==> config.mk <==
export PLATFORM = sky130hd
export DESIGN_NAME = kct_front
export DESIGN_NICKNAME = d
export VERILOG_FILES = /design/src/hdl/kct_pkg.sv /design/src/hdl/kct_front.sv
export SDC_FILE = /design/constraint.sdc
export NUM_CORES = 1
export LEC_CHECK = 0
export BUFFER_PORTS_ARGS = -buffer_cell sky130_fd_sc_hd__buf_4
export CORE_AREA = 2 2 225 227
export DETAILED_ROUTE_END_ITERATION = 8
export DIE_AREA = 0 0 227 229
export GPL_ROUTABILITY_DRIVEN = 0
export GPL_TIMING_DRIVEN = 1
export HOLD_SLACK_MARGIN = 0.02
export PLACE_DENSITY = 0.66
export REMOVE_ABC_BUFFERS = 1
export SETUP_SLACK_MARGIN = 0.4
export SYNTH_ARGS = -nofsm -noshare
export SYNTH_HDL_FRONTEND = slang
export SYNTH_SLANG_ARGS = --single-unit
==> constraint.sdc <==
create_clock -name clk -period 12.75 [get_ports clk]
set_input_delay 0.6375 -clock clk [delete_from_list [all_inputs] [get_ports clk]]
set_output_delay 0.6375 -clock clk [all_outputs]
set_load 0.01 [all_outputs]
==> src/hdl/kct_pkg.sv <==
// Shared types and constants of the keyed change tracker.
package kct_pkg;

  localparam int SLOTS_DEF = 256;

  localparam logic [2:0] EV_NONE     = 3'd0;
  localparam logic [2:0] EV_FIRST    = 3'd1;
  localparam logic [2:0] EV_CHANGE   = 3'd2;
  localparam logic [2:0] EV_LOST     = 3'd3;
  localparam logic [2:0] EV_REGAINED = 3'd4;

  // One sample as it travels from the front part to the back part
  typedef struct packed {
    logic [63:0] key;
    logic [25:0] snap;
    logic [63:0] link_word;
    logic [63:0] actor_id;
    logic [63:0] chain_word;
  } sample_t;

  // Result of one item
  typedef struct packed {
    logic [2:0] event_kind;
    logic [7:0] slot_index;
    logic       evicted;
  } result_t;

endpackage

==> src/hdl/kct_front.sv <==
// Front part: accepts items, packs the snapshot and holds a two-entry queue.
module kct_front (
  input  logic             clk,
  input  logic             rst,
  input  logic             start,
  output logic             busy,
  input  logic [63:0]      key,
  input  logic             granted,
  input  logic [7:0]       blocked_byte,
  input  logic             field_present,
  input  logic [7:0]       field_alive,
  input  logic [7:0]       actor_flag,
  input  logic [63:0]      link_word,
  input  logic [63:0]      actor_id,
  input  logic [63:0]      chain_word,
  output logic             q_valid,
  output kct_pkg::sample_t q_data,
  input  logic             q_take
);
  import kct_pkg::*;

  sample_t    fifo [2];
  logic       wr_ptr;
  logic       rd_ptr;
  logic [1:0] count;
  logic       push;
  sample_t    s_in;

  // Pack the sample fields into the stored layout
  always_comb begin
    s_in.key        = key;
    s_in.snap       = {actor_flag, field_alive, field_present, blocked_byte, granted};
    s_in.link_word  = link_word;
    s_in.actor_id   = actor_id;
    s_in.chain_word = chain_word;
  end

  assign busy    = (count == 2'd2);
  assign push    = start && !busy;
  assign q_valid = (count != 2'd0);
  assign q_data  = fifo[rd_ptr];

  // Queue payload
  always_ff @(posedge clk) begin
    if (push) begin
      fifo[wr_ptr] <= s_in;
    end
  end

  // Queue pointers
  always_ff @(posedge clk) begin
    if (rst) begin
      wr_ptr <= 1'b0;
      rd_ptr <= 1'b0;
      count  <= 2'd0;
    end else begin
      if (push) wr_ptr <= ~wr_ptr;
      if (q_take) rd_ptr <= ~rd_ptr;
      count <= count + {1'b0, push} - {1'b0, q_take};
    end
  end

endmodule

## Word level (Yosys, flattened, before mapping)

Memory sizes are Yosys's and may differ from the RTL's. A register that Yosys moved wholly into a read port is not among the register bits.
Index checks and enable logic that the tools add are counted.

- Output and inout bits: 284
- Register bits: 4
- Memories kept: 1
- RAM bits: 564
- Logic and storage cells: 16

- Equal/unequal tests: 1
- $add $sub $neg: 2
- Bitwise gates (word level): 2
- Mux-type cells: 4
- Reductions and logical operators: 3

Memory list:

| name | words | bits a word | read ports | clocked after memory_dff | write ports | line | source |
|---|---|---|---|---|---|---|---|
| fifo | 2 | 282 | 1 | 1 | 1 | kct_front.sv:22 | `sample_t fifo [2];` |

Operators by type and width:

| cell | number |
|---|---|
| $mux W1 | 4 |
| $add A2 B1 Y2 | 1 |
| $eq A2 B2 Y1 const B | 1 |
| $not A1 Y1 | 2 |
| $reduce_bool A2 Y1 | 1 |
| $sub A2 B1 Y2 | 1 |
| $logic_and A1 B1 Y1 | 1 |
| $logic_not A1 Y1 | 1 |

## Depth between registers and ports, before layout

- Depth after elaboration: 5
- Gate-level depth with buffers: 8
- Mapped depth without buffers: 8

## Worst setup path before layout

No wires, ideal clock.

- Path kind: input -> register
- Start: in start
- End: mem fifo[1][0] (netlist bit), enable pin
- Path buffers: 0
- Slack: 4.965 ns
- Stages on the path: 1
- Data arrival time: 7.104 ns
- Cell sequence: and3_1

- Cells in the longest elaborated chain, start to end: 3

Ends and longest elaborated chain:

| item | line | source |
|---|---|---|
| from (decl) | kct_front.sv:5 | `input logic start,` |
| $logic_and A1 B1 Y1 | kct_front.sv:39 | `assign push = start && !busy;` |
| $mux W1 | kct_front.sv:45 | `if (push) begin` |
| $mux W1 (implied by the code) | kct_front.sv:46 | `fifo[wr_ptr] <= s_in;` |
| to (decl) | kct_front.sv:22 |  |

Every way passes these cells.

==> summary.md <==
| Metric | Value |
|---|---|
| Outcome | `complete, no violations` |
| MaxCap Viol Count | `0` |
| Largest net degree at the start of global routing | `81` |
| Final hold viol count | `0` |
| Most common cell after layout, fill and taps aside | `buf_4` |
| Routed WL | `46.2 mm` |
| Setup-failing EPs final | `0` |
| Worst-path maximum fanout | `73` |
| Main combinational cell family by area after synthesis | `multiplexers` |
| Compound-gate portion of the synthesized area | `0.000482` |
| Proportion of synthesized area in mux cells | `0.153` |
| Netlist cell types | `18` |
| Gate Count Post-Synth | `between 900 and 1000` |
| Via density | `approximately 4.8` |
| CTS clock-pin slew for the worst setup and hold paths | `approximately 0.060 ns` |
| Max IR drop VDD | `roughly 0.00016 V` |
| Die width | `between 200 and 250 um` |
| TritonCTS clock tree | `yes` |
| Most frequent cells in the layout | `580 x buf_4, 564 x edfxtp_1, 282 x mux2_2, 61 x clkbuf_16, 15 x clkbuf_1` |
| Share of the synthesized area in the top cell type | `0.816` |
| RSZ-0062 raised after global routing | `no` |
| Post-DR wirelength/cell | `20.7 um` |
| Post-route DRC | `0` |
| Mean Syn Cell Area | `roughly 23 um2` |
| Highest Clock Rate | `between 0.2 and 0.25 GHz` |
| Setup crit end kind | `primary output` |
| Synth Flop Type | `edfxtp_1` |
| Row cnt | `82` |
| Full die area | `around 52000 um2` |
| DR pass1 iterations | `7` |
| CP arrival | `between 3 and 4 ns` |
| Final Max Slew Viols | `0` |
| Post-Synth Adder-Cell Area | `0.00121` |
| Ys Warns | `0` |
| Port Buffers | `approximately 570` |
| Post-synthesis cell area | `just over 20000 um2` |
| Initial DRC count | `between 500 and 600` |
| Biggest area consumer among synthesized cells | `edfxtp_1` |
| Post-synthesis xor/xnor area fraction | `0.00127` |
| Final setup TNS | `0 ns` |
| Grt total ovfl | `0` |
| Antenna Violating Nets Remaining | `0` |
| Area delta synth->final | `31.7%` |
| CTS max path bufs | `3` |
| EDFF count, synth | `about 560` |
| Final period util | `0.331` |
| Nets | `1799` |
| TritonCTS Sinks | `~570` |
| Post-cts resize count | `0` |
| Detailed Place HPWL | `approximately 31 mm` |
| Critical path class | `reg -> out` |
| Hold Crit Class | `in -> reg` |
| Clk root buf | `clkbuf_16` |
| Gr usage total | `0.171` |
| Antenna violations before repair | `4` |
| Design Power | `4.83 mW` |
| Register area share after synthesis | `0.821` |
| Setup slack, reg-to-reg | `about 9.1 ns` |
| Share of layout cells above drive strength 1 | `0.606` |
| Clock latency on the worst-skew pair | `between 0.5 and 0.6 ns` |
| Synth Register Bits | `roughly 570` |
| Worst-Margin Slew | `between 1 and 1.5 ns` |
| Clk_skew | `about 0.018 ns` |
| I/O pin total | `570` |
| Crit path time final | `around 4.2 ns` |
| DR vias | `around 11000` |
| First-pass GRT wire length | `66.3 mm` |
| Crit path launch type | `register` |
| Slew headroom | `0.221` |
| Initial Utilization | `0.418` |
| Crit path required time | `between 10 and 15 ns` |
| Clock H-tree levels | `2` |
| Core area | `approximately 50000 um2` |
| Cts bufs inserted | `58` |
| Post-synth ARST share | `0` |
| Leading post-synthesis cells by cell area | `edfxtp_1 82%, mux2_2 15%, clkbuf_8 1.8%` |
| Total power per unit cell area | `177 nW/um2` |
| Post-CTS setup buffer count | `0` |
| Post-Synth Simple-Gate Area | `0.00235` |
| LEAKAGE | `~10 nW` |
| Vias in the first global route | `about 11000` |
| DIE HEIGHT | `~230 um` |
| Post-CTS Hold Fix Bufs | `0` |
-- final cells by class --
type	instances	area (um2)
multi-input cells	298	3290
clock inverters	27	200
fillers	3967	22300
repair buffers	580	4350
flip-flops and latches	569	17000
diodes	4	10.0
inverters	4	22.5
clock buffers	76	1580
well taps	672	841
-- where the power goes --
group	leakage, nW	switching [mW]	internal (mW)
combinational	3.92	0.437	0.403
sequential	5.30	0.0527	2.35
clock	0.874	0.662	0.926
total	10.1	1.15	3.68
-- path summary, 6_finish.rpt --
check            from  depth (start not counted)           end
min reg2reg    wr_ptr                          2        wr_ptr
min            key[7]                          1  fifo[0][225]
max          register                          4    q_data[63]
max reg2reg  count[0]                          6  fifo[0][197]
-- cells in the mapped netlist, drive strengths merged, types with 2 or more instances --
library cell / count
xnor2: 2
inv: 4
ha: 2
nor2: 3
mux2: 282
buf: 4
clkbuf: 27
dfxtp: 5
edfxtp: 564
-- worst max-delay path, stage by stage (launching register included) --
cell and delay [ns]:
dfxtp_4 0.76, buf_4 0.86, buf_4 0.65, mux2_2 0.44
buf_4 0.15
-- logic make-up after synthesis --
group           count (synthesis)
mux                           282
flops                         569
xor+xnor                        3
compound gates                  2
simple gates                    9
buf+inv                        35
fa+ha+maj                       2
-- per-stage QoR --
stage	area, um2	worst slack, ns	hold slack (ns)	std cells	util
after global routing	27300	8.30	0.185	2230	0.551
after floorplan	20300	4.69	0.452	871	-
after CTS	27300	8.45	0.182	2226	0.550
after detailed placement	25500	8.64	0.499	2123	0.514
final	27300	8.53	0.226	2230	0.551
after global placement	25500	8.69	0.488	2123	0.514
-- layer usage --
metal,vias up,wire (um),track usage
met5,-,0,0
met4,0,1570,0.0692
met3,85,4190,0.0670
met2,404,23600,0.293
met1,5281,16900,0.189
li1,4829,-,-
-- flip-flops by register name, summed over array words and instances (netlist names), named ones only --
name and cells:
fifo 564, wr_ptr 1, rd_ptr 1, count 2
Note: power is estimated with default switching activity, not from simulation.
